[src/rtl/tbas_pkg.sv]
// Shared types, constants and register indexes for the twiddled blit address swizzle unit.
package tbas_pkg;

  localparam int COORD_BITS    = 12;
  localparam int MAX_LOG2_SIZE = 12;
  localparam int LOG2_BITS     = 4;
  localparam int START_BITS    = COORD_BITS + 1;
  localparam int PITCH_BITS    = 14;
  localparam int OFFSET_BITS   = 25;
  localparam int PIXEL_BITS    = 32;
  localparam int CFG_IDX_BITS  = 3;
  localparam int CFG_DATA_BITS = 14;

  localparam logic [CFG_IDX_BITS-1:0] REG_SRC_X       = 3'd0;
  localparam logic [CFG_IDX_BITS-1:0] REG_SRC_Y       = 3'd1;
  localparam logic [CFG_IDX_BITS-1:0] REG_FLIP_MODE   = 3'd2;
  localparam logic [CFG_IDX_BITS-1:0] REG_TWIDDLED    = 3'd3;
  localparam logic [CFG_IDX_BITS-1:0] REG_LOG2_WIDTH  = 3'd4;
  localparam logic [CFG_IDX_BITS-1:0] REG_LOG2_HEIGHT = 3'd5;
  localparam logic [CFG_IDX_BITS-1:0] REG_ROW_PITCH   = 3'd6;
  localparam logic [CFG_IDX_BITS-1:0] REG_SWAP_RB     = 3'd7;

  typedef struct packed {
    logic [START_BITS-1:0] src_x;
    logic [START_BITS-1:0] src_y;
    logic [1:0]            flip_mode;
    logic                  twiddled;
    logic [LOG2_BITS-1:0]  log2_width;
    logic [LOG2_BITS-1:0]  log2_height;
    logic [PITCH_BITS-1:0] row_pitch_words;
    logic                  swap_rb;
  } cfg_t;

  typedef struct packed {
    logic [COORD_BITS-1:0] dst_col;
    logic [COORD_BITS-1:0] dst_row;
    logic [PIXEL_BITS-1:0] pixel_in;
  } request_t;

  typedef struct packed {
    logic [OFFSET_BITS-1:0] src_word_offset;
    logic [PIXEL_BITS-1:0]  pixel_out;
    logic                   coord_error;
  } result_t;

endpackage

[src/rtl/tbas_cfg_regs.sv]
// Configuration register file of the twiddled blit address swizzle unit.
module tbas_cfg_regs (
  input  logic                              clk,
  input  logic                              rst,
  input  logic                              cfg_write,
  input  logic [tbas_pkg::CFG_IDX_BITS-1:0]  cfg_index,
  input  logic [tbas_pkg::CFG_DATA_BITS-1:0] cfg_data,
  output tbas_pkg::cfg_t                    cfg
);

  always_ff @(posedge clk) begin
    if (rst) begin
      cfg.src_x           <= '0;
      cfg.src_y           <= '0;
      cfg.flip_mode       <= '0;
      cfg.twiddled        <= 1'b0;
      cfg.log2_width      <= '0;
      cfg.log2_height     <= '0;
      cfg.row_pitch_words <= tbas_pkg::PITCH_BITS'(1);
      cfg.swap_rb         <= 1'b0;
    end else if (cfg_write) begin
      case (cfg_index)
        tbas_pkg::REG_SRC_X:       cfg.src_x <= cfg_data[tbas_pkg::START_BITS-1:0];
        tbas_pkg::REG_SRC_Y:       cfg.src_y <= cfg_data[tbas_pkg::START_BITS-1:0];
        tbas_pkg::REG_FLIP_MODE:   cfg.flip_mode <= cfg_data[1:0];
        tbas_pkg::REG_TWIDDLED:    cfg.twiddled <= cfg_data[0];
        tbas_pkg::REG_LOG2_WIDTH:  cfg.log2_width <= cfg_data[tbas_pkg::LOG2_BITS-1:0];
        tbas_pkg::REG_LOG2_HEIGHT: cfg.log2_height <= cfg_data[tbas_pkg::LOG2_BITS-1:0];
        tbas_pkg::REG_ROW_PITCH:   cfg.row_pitch_words <= cfg_data[tbas_pkg::PITCH_BITS-1:0];
        tbas_pkg::REG_SWAP_RB:     cfg.swap_rb <= cfg_data[0];
        default: ;
      endcase
    end
  end

endmodule

[src/rtl/tbas_src_coord.sv]
// Source coordinate from box start and box index, with range check.
module tbas_src_coord (
  input  logic [tbas_pkg::START_BITS-1:0] start,
  input  logic [tbas_pkg::COORD_BITS-1:0] idx,
  input  logic                            mirror,
  output logic [tbas_pkg::COORD_BITS-1:0] coord,
  output logic                            bad
);

  localparam int SUM_BITS = tbas_pkg::COORD_BITS + 3;

  logic [SUM_BITS-1:0] sum;

  // Two guard bits above the start width catch both negative and too-large values.
  always_comb begin
    if (mirror) begin
      sum = SUM_BITS'(start) - SUM_BITS'(1) - SUM_BITS'(idx);
    end else begin
      sum = SUM_BITS'(start) + SUM_BITS'(idx);
    end
    bad   = |sum[SUM_BITS-1:tbas_pkg::COORD_BITS];
    coord = sum[tbas_pkg::COORD_BITS-1:0];
  end

endmodule

[src/rtl/tbas_offset.sv]
// Twiddled (Morton) or linear source word offset from source column and row.
module tbas_offset (
  input  tbas_pkg::cfg_t                   cfg,
  input  logic [tbas_pkg::COORD_BITS-1:0]  ux,
  input  logic [tbas_pkg::COORD_BITS-1:0]  uy,
  input  logic                             bad,
  output logic [tbas_pkg::OFFSET_BITS-1:0] offset
);

  localparam int PROD_BITS = tbas_pkg::COORD_BITS + tbas_pkg::PITCH_BITS;

  logic [tbas_pkg::LOG2_BITS-1:0]   xb;
  logic [tbas_pkg::LOG2_BITS-1:0]   yb;
  logic [tbas_pkg::LOG2_BITS-1:0]   common;
  logic [tbas_pkg::OFFSET_BITS-1:0] morton;
  logic [PROD_BITS-1:0]             linear;

  assign xb = (cfg.log2_width > tbas_pkg::LOG2_BITS'(tbas_pkg::MAX_LOG2_SIZE)) ?
              tbas_pkg::LOG2_BITS'(tbas_pkg::MAX_LOG2_SIZE) : cfg.log2_width;
  assign yb = (cfg.log2_height > tbas_pkg::LOG2_BITS'(tbas_pkg::MAX_LOG2_SIZE)) ?
              tbas_pkg::LOG2_BITS'(tbas_pkg::MAX_LOG2_SIZE) : cfg.log2_height;
  assign common = (xb < yb) ? xb : yb;

  // Interleave the common low bits, y even and x odd; stack the leftover bits above.
  always_comb begin
    morton = '0;
    for (int b = 0; b < tbas_pkg::COORD_BITS; b++) begin
      if (tbas_pkg::LOG2_BITS'(b) < common) begin
        morton[2*b]   = uy[b];
        morton[2*b+1] = ux[b];
      end else begin
        if (tbas_pkg::LOG2_BITS'(b) < xb) begin
          morton = morton | (tbas_pkg::OFFSET_BITS'(ux[b]) << (common + b));
        end
        if (tbas_pkg::LOG2_BITS'(b) < yb) begin
          morton = morton | (tbas_pkg::OFFSET_BITS'(uy[b]) << (common + b));
        end
      end
    end
  end

  assign linear = PROD_BITS'(uy) * PROD_BITS'(cfg.row_pitch_words) + PROD_BITS'(ux);

  always_comb begin
    if (bad) begin
      offset = '0;
    end else if (cfg.twiddled) begin
      offset = morton;
    end else begin
      offset = linear[tbas_pkg::OFFSET_BITS-1:0];
    end
  end

endmodule

[src/rtl/twiddled_blit_address_swizzle_unit.sv]
// Top level of the twiddled blit address swizzle unit.
//
// Usage: drive req and pulse start; a request is taken at each clock edge
// with start high and busy low. busy is high only during reset, so one
// request can be issued every cycle. Each request yields exactly one result:
// the source word offset (Morton twiddled or linear row times pitch plus
// column), the fetched pixel with optional red/blue byte exchange, and a
// coordinate error flag that forces the offset to zero.
// The request is held in an input register, the offset logic (one 12x14
// multiply or the bit interleave) runs between that and the result register,
// and done pulses for one cycle with result valid.
// Throughput is one request per cycle; there is no result back-pressure, so
// the receiver must take result in the cycle that done is high.
// Configuration is written via cfg_write/cfg_index/cfg_data; the user must
// do so only while no request is in flight (not enforced). Reset clears the
// valids, sets row pitch to one and zeroes the other configuration registers.
module twiddled_blit_address_swizzle_unit (
  input  logic                              clk,
  input  logic                              rst,
  input  logic                              start,
  output logic                              busy,
  input  tbas_pkg::request_t                req,
  output logic                              done,
  output tbas_pkg::result_t                 result,
  input  logic                              cfg_write,
  input  logic [tbas_pkg::CFG_IDX_BITS-1:0]  cfg_index,
  input  logic [tbas_pkg::CFG_DATA_BITS-1:0] cfg_data
);

  tbas_pkg::cfg_t                   cfg;
  tbas_pkg::request_t               req_q;
  logic                             req_valid;
  logic [tbas_pkg::COORD_BITS-1:0]  ux;
  logic [tbas_pkg::COORD_BITS-1:0]  uy;
  logic                             bad_x;
  logic                             bad_y;
  logic                             bad;
  logic [tbas_pkg::OFFSET_BITS-1:0] offset;
  logic [tbas_pkg::PIXEL_BITS-1:0]  pixel_swapped;
  tbas_pkg::result_t                result_next;

  assign busy = rst;

  tbas_cfg_regs u_cfg_regs (
    .clk       (clk),
    .rst       (rst),
    .cfg_write (cfg_write),
    .cfg_index (cfg_index),
    .cfg_data  (cfg_data),
    .cfg       (cfg)
  );

  always_ff @(posedge clk) begin
    if (rst) begin
      req_valid <= 1'b0;
    end else begin
      req_valid <= start;
    end
  end

  always_ff @(posedge clk) begin
    if (start && !busy) begin
      req_q <= req;
    end
  end

  tbas_src_coord u_coord_x (
    .start  (cfg.src_x),
    .idx    (req_q.dst_col),
    .mirror (cfg.flip_mode[0]),
    .coord  (ux),
    .bad    (bad_x)
  );

  tbas_src_coord u_coord_y (
    .start  (cfg.src_y),
    .idx    (req_q.dst_row),
    .mirror (cfg.flip_mode[1]),
    .coord  (uy),
    .bad    (bad_y)
  );

  assign bad = bad_x | bad_y;

  tbas_offset u_offset (
    .cfg    (cfg),
    .ux     (ux),
    .uy     (uy),
    .bad    (bad),
    .offset (offset)
  );

  // Exchange bytes 0 and 2 when swapping red and blue.
  assign pixel_swapped = cfg.swap_rb ?
                         {req_q.pixel_in[31:24], req_q.pixel_in[7:0],
                          req_q.pixel_in[15:8], req_q.pixel_in[23:16]} :
                         req_q.pixel_in;

  always_comb begin
    result_next.src_word_offset = offset;
    result_next.pixel_out       = pixel_swapped;
    result_next.coord_error     = bad;
  end

  always_ff @(posedge clk) begin
    if (rst) begin
      done <= 1'b0;
    end else begin
      done <= req_valid;
    end
  end

  always_ff @(posedge clk) begin
    if (req_valid) begin
      result <= result_next;
    end
  end

endmodule

[config.mk]
export PLATFORM = sky130hd
export DESIGN_NAME = twiddled_blit_address_swizzle_unit
export DESIGN_NICKNAME = d
export VERILOG_FILES = /design/src/rtl/tbas_pkg.sv /design/src/rtl/tbas_cfg_regs.sv /design/src/rtl/tbas_src_coord.sv /design/src/rtl/tbas_offset.sv /design/src/rtl/twiddled_blit_address_swizzle_unit.sv
export SDC_FILE = /design/constraint.sdc
export NUM_CORES = 1
export LEC_CHECK = 0
export BUFFER_PORTS_ARGS = -buffer_cell sky130_fd_sc_hd__buf_2
export CAP_MARGIN = 20
export CORE_UTILIZATION = 30
export DETAILED_ROUTE_END_ITERATION = 7
export GPL_TIMING_DRIVEN = 0
export PLACE_DENSITY_LB_ADDON = 0.08
export SKIP_LAST_GASP = 1
export SLEW_MARGIN = 40
export SYNTH_ARGS = -nofsm -noshare
export SYNTH_HDL_FRONTEND = slang
export SYNTH_SLANG_ARGS = --single-unit
[constraint.sdc]
create_clock -name clk -period 10.4 [get_ports clk]
set_input_delay 1.56 -clock clk [delete_from_list [all_inputs] [get_ports clk]]
set_output_delay 1.56 -clock clk [all_outputs]
set_load 0.02 [all_outputs]
# [Yosys cells after proc, flatten, opt, wreduce, memory -nomap -nowiden]
# Cells that the tools add are included.
[op_classes] addsub=18 mul=1 order_cmp=39 eq_ne=7 shifts=24 muxes=78 bitwise=24 n_reduce_logical=13
[ops] operator="$mux W25" n=37
[ops] operator="$shl A1 B32 Y25" n=22
[ops] operator="$or A25 B25 Y25" n=23
[ops] operator="$shl A1 B4 Y25" n=2
[ops] operator="$lt A3 B4 Y1 const A" n=12
[ops] operator="$lt A4 B4 Y1 const A" n=12
[ops] operator="$mux W15" n=3
[ops] operator="$sub A15 B12 Y15" n=2
[ops] operator="$add A13 B12 Y14" n=2
[ops] operator="$sub A13 B1 Y14 const B" n=2
[ops] operator="$mux W2" n=13
[ops] operator="$add A25 B12 Y25" n=1
[ops] operator="$mul A12 B14 Y25" n=1
[ops] operator="$lt A1 B4 Y1 const A" n=6
[ops] operator="$lt A2 B4 Y1 const A" n=6
[ops] operator="$mux W24" n=1
[ops] operator="$mux W23" n=1
[ops] operator="$mux W22" n=1
[ops] operator="$mux W21" n=1
[ops] operator="$add A4 B3 Y5 const B" n=4
[ops] operator="$add A4 B4 Y5 const B" n=4
[ops] operator="$mux W20" n=1
[ops] operator="$mux W19" n=1
[ops] operator="$mux W18" n=1
[ops] operator="other kinds (28)" n=45
[word_totals] register_bits=168 inputBits=77 out_inout_bits=60 elab_cells=220

# [Longest topological paths before layout]
# Gate-level depths: netlist of the first run.
[depth] ltp_word=77 depth_mapped=33 ltp_nobuf=32

# [By module]
# Synthesis of the first run repeated with hierarchy kept, for this count alone.
[hier_totals] hier_cells=2060 area_unflattened_um2=18445.2
[modules_own_cells] mod="tbas_offset" n_inst=1 cells_each=1288 area_each_um2=9598.0
[modules_own_cells] mod="twiddled_blit_address_swizzle_unit" n_inst=1 cells_each=139 area_each_um2=3744.8
[modules_own_cells] mod="tbas_src_coord" n_inst=2 cells_each=217 area_each_um2=1463.9
[modules_own_cells] mod="tbas_cfg_regs" n_inst=1 cells_each=199 area_each_um2=2174.6

# [Least setup slack after synthesis of the first run]
# OpenSTA, ideal clock, no wires.
[synth_path] path_type="register -> register" start="register u_cfg_regs.cfg[28] (netlist name)" end="register result[57] in the netlist's numbering, data pin" setup_time_ps=167 arrival_ps=7806 required_ps=10233 path_slack_ps=2427 stages_incl_launch_ff=28 n_path_buf=1 period_less_slack_ps=7973 path_cell_list="dfxtp_1 > or3_1 > or4_1 > nor4_1 > xor2_1 > ha_1 > and4_1 > and3_1 > a211o_1 > o21ai_0 > clkbuf_1 > nand2_1 > fa_1 > fa_1 > fa_1 > fa_1 > inv_1 > fa_1 > ha_1 > and3_1 > a221o_1 > a21oi_1 > o31a_1 > o21ai_0 > o41ai_1 > o21ai_0 > xnor2_1 > a211oi_1"
[synth_between] elab_chain_cells=62 elab_cells_between_ends=76
[synth_lines] element="$sub A13 B1 Y14" line="tbas_src_coord.sv:17" text="sum = SUM_BITS'(start) - SUM_BITS'(1) - SUM_BITS'(idx);"
[synth_lines] element="$sub A15 B12 Y15" line="tbas_src_coord.sv:17"
[synth_lines] element="$mux W15 *" line="tbas_src_coord.sv:16" text="if (mirror) begin"
[synth_lines] element="$shl A1 B32 Y25" line="tbas_offset.sv:36" text="morton = morton | (tbas_pkg::OFFSET_BITS'(uy[b]) << (common + b));"
[synth_lines] element="$or A25 B25 Y25" line="tbas_offset.sv:36"
[synth_lines] element="$mux W25" line="tbas_offset.sv:35" text="if (tbas_pkg::LOG2_BITS'(b) < yb) begin"
[synth_lines] element="$mux W19" line="tbas_offset.sv:28" text="if (tbas_pkg::LOG2_BITS'(b) < common) begin"
[synth_lines] element="$or A25 B25 Y25" line="tbas_offset.sv:33" text="morton = morton | (tbas_pkg::OFFSET_BITS'(ux[b]) << (common + b));"
[synth_lines] element="[46 not listed]"
[synth_lines] element="$mux W3" line="tbas_offset.sv:28"
[synth_lines] element="$or A25 B25 Y25" line="tbas_offset.sv:33"
[synth_lines] element="$mux W25" line="tbas_offset.sv:32" text="if (tbas_pkg::LOG2_BITS'(b) < xb) begin"
[synth_lines] element="$mux W25" line="tbas_offset.sv:28"
[synth_lines] element="$or A25 B25 Y25" line="tbas_offset.sv:36"
[synth_lines] element="$mux W25" line="tbas_offset.sv:35"
[synth_lines] element="$mux W1" line="tbas_offset.sv:28"
[synth_lines] element="$mux W25" line="tbas_offset.sv:47" text="end else if (cfg.twiddled) begin"
[synth_lines] element="end signal, assigned" line="twiddled_blit_address_swizzle_unit.sv:115" text="result <= result_next;"
[synth_lines] element="end, declared" line="twiddled_blit_address_swizzle_unit.sv:24" text="output tbas_pkg::result_t result,"
# Mark *: on every way between the ends. The rest lies on a longest branch, timed or not. The select of a mux whose other input is x is not followed.
# A chain may end at the register's enable or synchronous reset.

# [Final worst setup path of the first run]
[layout_path] start="register u_cfg_regs.cfg[28] (netlist name)" end="register result[57] in the netlist's numbering, data pin"
[layout_between] elab_chain_cells=62 elab_cells_between_ends=76
[layout_lines] element="$sub A13 B1 Y14" line="tbas_src_coord.sv:17"
[layout_lines] element="$sub A15 B12 Y15" line="tbas_src_coord.sv:17"
[layout_lines] element="$mux W15 *" line="tbas_src_coord.sv:16"
[layout_lines] element="$shl A1 B32 Y25" line="tbas_offset.sv:36"
[layout_lines] element="$or A25 B25 Y25" line="tbas_offset.sv:36"
[layout_lines] element="$mux W25" line="tbas_offset.sv:35"
[layout_lines] element="$mux W19" line="tbas_offset.sv:28"
[layout_lines] element="$or A25 B25 Y25" line="tbas_offset.sv:33"
[layout_lines] element="[46 not listed]"
[layout_lines] element="$mux W3" line="tbas_offset.sv:28"
[layout_lines] element="$or A25 B25 Y25" line="tbas_offset.sv:33"
[layout_lines] element="$mux W25" line="tbas_offset.sv:32"
[layout_lines] element="$mux W25" line="tbas_offset.sv:28"
[layout_lines] element="$or A25 B25 Y25" line="tbas_offset.sv:36"
[layout_lines] element="$mux W25" line="tbas_offset.sv:35"
[layout_lines] element="$mux W1" line="tbas_offset.sv:28"
[layout_lines] element="$mux W25" line="tbas_offset.sv:47"
# Marks and branches as above.

==> results of run 1 <==
[worst max-delay path, delay by kind of cell, from the launching register on]
kind                       cells  cell delay, ns
adders and majority gates      7            3.10
AOI/OAI and AO/OA              9            3.00
and+or+nand+nor                7            1.94
buffers and inverters          3            0.84
DFF                            1            0.38
xor gates and xnor gates       2            0.36
[kinds of logic (layout without fill, tap and decap cells)]
family / Yosys count / after routing / synth area share, %
compound gates: 555 / 555 / 21.0
fa+ha+maj: 265 / 265 / 22.6
simple gates: 836 / 836 / 21.5
mux: 39 / 39 / 2.19
buf+inv: 311 / 494 / 6.28
flops: 168 / 168 / 23.6
xor+xnor: 62 / 62 / 2.84
[metal layers]
metal	part of all wire, %	track usage (%)
met5	0	0
met4	4.8	12.8
met1	45	38.1
met2	44	43.2
met3	6.2	4.12
[final cells by class]
| cell class | count | area [um^2] | area share [%] |
|---|---|---|---|
| inverters | 197 | 739 | 3.38 |
| repair buffers | 151 | 841 | 3.85 |
| flip-flops and latches | 168 | 4510 | 20.6 |
| multi-input cells | 1757 | 13600 | 62.3 |
| well taps | 846 | 1060 | 4.84 |
| clock buffers | 17 | 425 | 1.95 |
| plain buffers | 114 | 467 | 2.13 |
| clock inverters | 15 | 211 | 0.967 |
[worst paths after layout]
path                                   startpoint                        to  cells past startpoint
hold reg to reg               req_q[30]$_DFFE_PP_      result[31]$_DFFE_PP_                      0
setup reg to reg  u_cfg_regs.cfg[28]$_SDFFE_PP0P_  result[57]$_SDFFCE_PP0P_                     28
hold / removal                req_q[30]$_DFFE_PP_      result[31]$_DFFE_PP_                      0
setup / recovery  u_cfg_regs.cfg[28]$_SDFFE_PP0P_  result[57]$_SDFFCE_PP0P_                     28
[sequential cells by signal, summed over array words and instances, names as in the netlist]
| register | count |
|---|---|
| result | 58 |
| req_q | 56 |
| u_cfg_regs.cfg | 52 |
| done | 1 |
| req_valid | 1 |
[placed cells by master (no fill, tap or decap), types with 34 or more instances in the layout]
| cell | instances |
|---|---|
| dfxtp_1 | 53 |
| a211oi_1 | 34 |
| nand2_1 | 309 |
| and2_1 | 57 |
| buf_2 | 151 |
| inv_1 | 192 |
| nor2_1 | 124 |
| nor3_1 | 60 |
| edfxtp_1 | 114 |
| nor4_1 | 39 |
| ha_1 | 131 |
| nand3_1 | 44 |
| xnor2_1 | 37 |
| clkbuf_1 | 94 |
| o21ai_0 | 68 |
| fa_1 | 134 |
| a21oi_1 | 110 |
[Yosys cell counts, types with 9 or more instances]
cell         n  share of area (%)
nand2_1    309                6.1
inv_1      192                3.8
fa_1       134                 14
ha_1       131                8.6
nor2_1     126                2.5
edfxtp_1   114                 18
a21oi_1    111                2.9
clkbuf_1    98                1.9
o21ai_0     73                1.9
nor3_1      63                1.6
and2_1      57                1.9
dfxtp_1     54                5.7
nand3_1     44                1.2
nor4_1      42                1.4
xnor2_1     38                1.7
a211oi_1    36                1.4
nand2b_1    33                1.1
nor2b_1     31                1.0
o211ai_1    30                1.2
xor2_1      24                1.1
a21o_1      23               0.90
o21a_1      23               0.90
mux2_2      22                1.3
or3_1       22               0.72
a31oi_1     21               0.69
or2_2       21               0.69
and3_1      19               0.62
nand4_1     18               0.59
mux2i_1     17               0.89
o31ai_1     17               0.67
or4_1       17               0.67
o21ai_1     14               0.37
a211o_1     13               0.60
a2111oi_0   12               0.55
buf_2       12               0.31
o221ai_1    12               0.55
o22ai_1     12               0.39
nor3b_1     10               0.39
o2111ai_1   10               0.46
o211a_1      9               0.47
[per-stage QoR]
stage / setup slack (ns) / hold slack (ns) / std cells / cell area [um^2]
detailed placement: 0.540 / 0.406 / 3232 / 21200
floorplan: 2.43 / 0.400 / 2236 / 19100
CTS: 0.488 / 0.421 / 3264 / 21800
global route: 0.0283 / 0.429 / 3265 / 21900
finish: 0.545 / 0.422 / 3265 / 21900
global placement: 0.205 / 0.400 / 3216 / 20800
[power groups by stage]
stage,sequential [uW],clock (uW),combinational (uW)
detailed placement,815,0,977
CTS,800,737,986
global route,804,754,1080
finish,798,716,993
global placement,820,0,962
floorplan,844,0,597
==> qor.csv, run 1 <==
metric,value,unit
outcome,finished clean,
IO buf count,134,
dpl hpwl,72.4,mm
Post-synth EDFFs,114,
CP max FO,10,
Worst-path clk slew,0.09,ns
H-Tree Depth,4,
final hold viol count,0,
ant diodes,0,
post-synthesis cell count,2236,
CTS tree,yes,
final wirelength,89.6,mm
die width,254,um
logic gate share of total power,39.6,%
Hold Crit Class,reg -> reg,
initial antenna violation count,3,
worst-margin pin slew,0.939,ns
setup TNS,0,ns
most frequent cell on the critical path,fa_1,
asr flop ratio synth,0,%
clock group share of total power,28.6,%
vias in the first global route,18200,
RSZ-0062 raised after global routing,no,
drt first-iter violations,1719,
CTS Hold Buffers Added,0,
first-pass GRT wire length,129,mm
IO Count,137,
gpl congestion,1.03,
Slew HR,37.1,%
via count,18600,
fmax,101,MHz
ratio of cells with drive above 1 in the final layout,12.8,%
Sequential Power Share,31.8,%
Antenna Nets Post-Route,0,
post-synthesis sequential area ratio,23.6,%
Final min period,9.86,ns
yosys warns,0,
switch share,41.5,%
static leakage,0.00848,uW
Clock Latency Late Sink,0.50,ns
CTS Root Cell,clkbuf_16,
Final setup viols,0,
Synth cell types,92,
Max stage delay on crit path,0.66,ns
CTS Buf Count,17,
DIE AREA,0.0647,mm^2
Final Skew,0.0210,ns
Layout area overhead,14.4,%
pwr dens,115,mW/mm^2
max-slew violations,0,
Max IR drop VDD,0.132,mV
Net Sw Power,1040,uW
Max Root-Sink Buffers,2,
Pwr Total,2510,uW
core area,0.0630,mm^2
DR DRC count,0,
maximum capacitance violations,0,
number of synthesized register bits,168,
row cnt,92,
P_int,1470,uW
setup bufs post-CTS,0,
Nets,2748,
Total Routing Usage GR,27.9,%
R2R Setup Slk,0.54,ns
Die H,254,um
"Period Utilization, post-route",94.8,%
crit path max-delay cell type,o21ai_1,
via/cell ratio,5.70,
DR pass1 iterations,6,
crit start category,register,
starting density of the core,30.4,%
CTS resizes,0,
remaining global-route overflow,0,
Synth Net Count,2578,
Critical Path End Type,register,
largest net degree at the start of global routing,37,
CP arrival,10.11,ns
Synth Flop Type,edfxtp_1,
Post-Syn Area,0.0191,mm^2
CTS sink count,168,
WL per Instance,27.4,um
CP Data Required Time,10.65,ns
CP Class,reg -> reg,
synthesized area per cell,8.55,um^2
Fill cells,6683,
Layout Utilization,34.7,%
Power figures use the tool's default switching activity.
==> inputs of run 2 (changes only) <==
Settings changed: CORE_MARGIN set to 2, SKIP_LAST_GASP 1 to not set, TNS_END_PERCENT set to 100.
==> qor.csv, run 2 (synthesized netlist as in run 1, its figures left out) <==
metric,value,unit
Hold Crit Class,reg -> reg,
Final min period,9.73,ns
Crit. Startpoint,u_cfg_regs.cfg[28]$_SDFFE_PP0P_,
Antenna Nets Post-Route,0,
CTS resizes,0,
maximum capacitance violations,0,
R2R depth,29,
static leakage,0.00847,uW
crit start category,register,
max reg flops,58,
switch share,41.5,%
dpl hpwl,73.9,mm
H-Tree Depth,4,
Critical Path End Type,register,
CP Data Required Time,10.63,ns
initial antenna violation count,4,
setup TNS,0,ns
Layout area overhead,14.1,%
die width,256,um
Worst-path clk slew,0.09,ns
CTS Buf Count,17,
DR DRC count,0,
RSZ-0062 raised after global routing,no,
Pwr Total,2500,uW
R2R Setup Slk,0.67,ns
crit path max-delay cell type,nor3b_1,
r2r endpoint,result[55]$_SDFFCE_PP0P_,
"commonest non-fill, non-tap cells in the layout","309 x nand2_1, 192 x inv_1, 152 x buf_2",
CTS tree,yes,
Total Routing Usage GR,27.5,%
"Period Utilization, post-route",93.6,%
DR pass1 iterations,5,
Clock Latency Late Sink,0.49,ns
Biggest register,result,
via count,18700,
top flop regs,"result x58, req_q x56, u_cfg_regs.cfg x52",
Net Sw Power,1040,uW
starting density of the core,30.3,%
WL per Instance,27.9,um
P_int,1470,uW
first-pass GRT wire length,132,mm
pre-CTS WS,0.703,ns
CP max FO,10,
max-slew violations,0,
largest net degree at the start of global routing,36,
DIE AREA,0.0658,mm^2
CTS Hold Buffers Added,0,
CP Class,reg -> reg,
Max IR drop VDD,0.157,mV
RR Startpoint,u_cfg_regs.cfg[28]$_SDFFE_PP0P_,
ratio of cells with drive above 1 in the final layout,12.7,%
gpl congestion,1.04,
pwr dens,115,mW/mm^2
clock group share of total power,28.6,%
Final setup viols,0,
Slew HR,33.9,%
Die H,256,um
final worst slack,0.668,ns
Fill cells,6846,
outcome,finished clean,
drt first-iter violations,1594,
Nets,2748,
Max stage delay on crit path,0.58,ns
worst-margin pin slew,0.983,ns
core area,0.0631,mm^2
most frequent cell on the critical path,fa_1,
"most common cell after layout, fill and taps aside",nand2_1,
IO Count,137,
setup bufs post-CTS,0,
vias in the first global route,18700,
IO buf count,134,
row cnt,92,
fmax,103,MHz
remaining global-route overflow,0,
Sequential Power Share,31.9,%
final wirelength,91.2,mm
CTS Root Cell,clkbuf_16,
Final Skew,0.0136,ns
logic gate share of total power,39.5,%
CP Capture Point,result[55]$_SDFFCE_PP0P_,
via/cell ratio,5.71,
CP arrival,9.96,ns
CTS sink count,168,
Max Root-Sink Buffers,2,
final hold viol count,0,
-- run 2: cell types whose count changed in the layout (fill, tap and decap cells not counted), moves of 2 or more --
cell      before  now
clkbuf_1      94   92
clkbuf_2       4    7
o21ai_0       68   70
o31ai_2        0    2
o31ai_4        2    0
-- run 2: final cells by class --
type	instances	area, um^2	area share, %
plain buffers	114	469	2.15
diodes	1	2.50	0.0115
inverters	197	739	3.39
clock buffers	17	425	1.95
multi-input cells	1757	13600	62.2
clock inverters	15	211	0.969
well taps	846	1060	4.85
flip-flops and latches	168	4510	20.7
repair buffers	151	832	3.81
-- run 2: worst min-delay path by stage --
| stage | startpoint | to | depth (start not counted) |
|---|---|---|---|
| 5_1_grt | req_q[13]$_DFFE_PP_ | result[14]$_DFFE_PP_ | 0 |
| 2_1_floorplan | req_q[9]$_DFFE_PP_ | result[10]$_DFFE_PP_ | 0 |
| 3_3_place_gp | req_q[30]$_DFFE_PP_ | result[31]$_DFFE_PP_ | 0 |
| 6_report | req_q[14]$_DFFE_PP_ | result[15]$_DFFE_PP_ | 0 |
| 4_1_cts | req_q[14]$_DFFE_PP_ | result[15]$_DFFE_PP_ | 0 |
| 3_5_place_dp | req_q[14]$_DFFE_PP_ | result[15]$_DFFE_PP_ | 0 |
-- run 2: power by group through the flow --
stage	sequential [uW]	combinational, uW	clock, uW
2_1_floorplan	844	597	0
3_3_place_gp	820	962	0
3_5_place_dp	815	976	0
4_1_cts	800	984	740
5_1_grt	804	1090	759
6_report	799	990	715
-- run 2: stage by stage --
step           utilization, %  cell area [um^2]  cells  hold WS, ns
2_1_floorplan               -             19100   2236        0.400
3_3_place_gp             33.1             20800   3216        0.401
3_5_place_dp             33.6             21200   3232        0.405
4_1_cts                  34.6             21800   3264        0.421
5_1_grt                  34.6             21800   3265        0.429
6_report                 34.6             21800   3266        0.420
-- run 2: worst max-delay path: cells and delay by family, from the launching register on --
family                     cells  cell delay [ns]
xor gates and xnor gates       2             0.37
DFF                            1             0.37
muxes                          1             0.43
buffers and inverters          3             0.81
AOI/OAI and AO/OA              9             2.28
adders and majority gates      7             3.03
and+or+nand+nor                7             2.13
-- run 2: metal layers --
metal  wire length (um)  global-route usage, %
met4               4170                   11.3
met3               5540                   4.86
met5                 12                      0
met2              40400                   43.4
met1              41100                   37.0
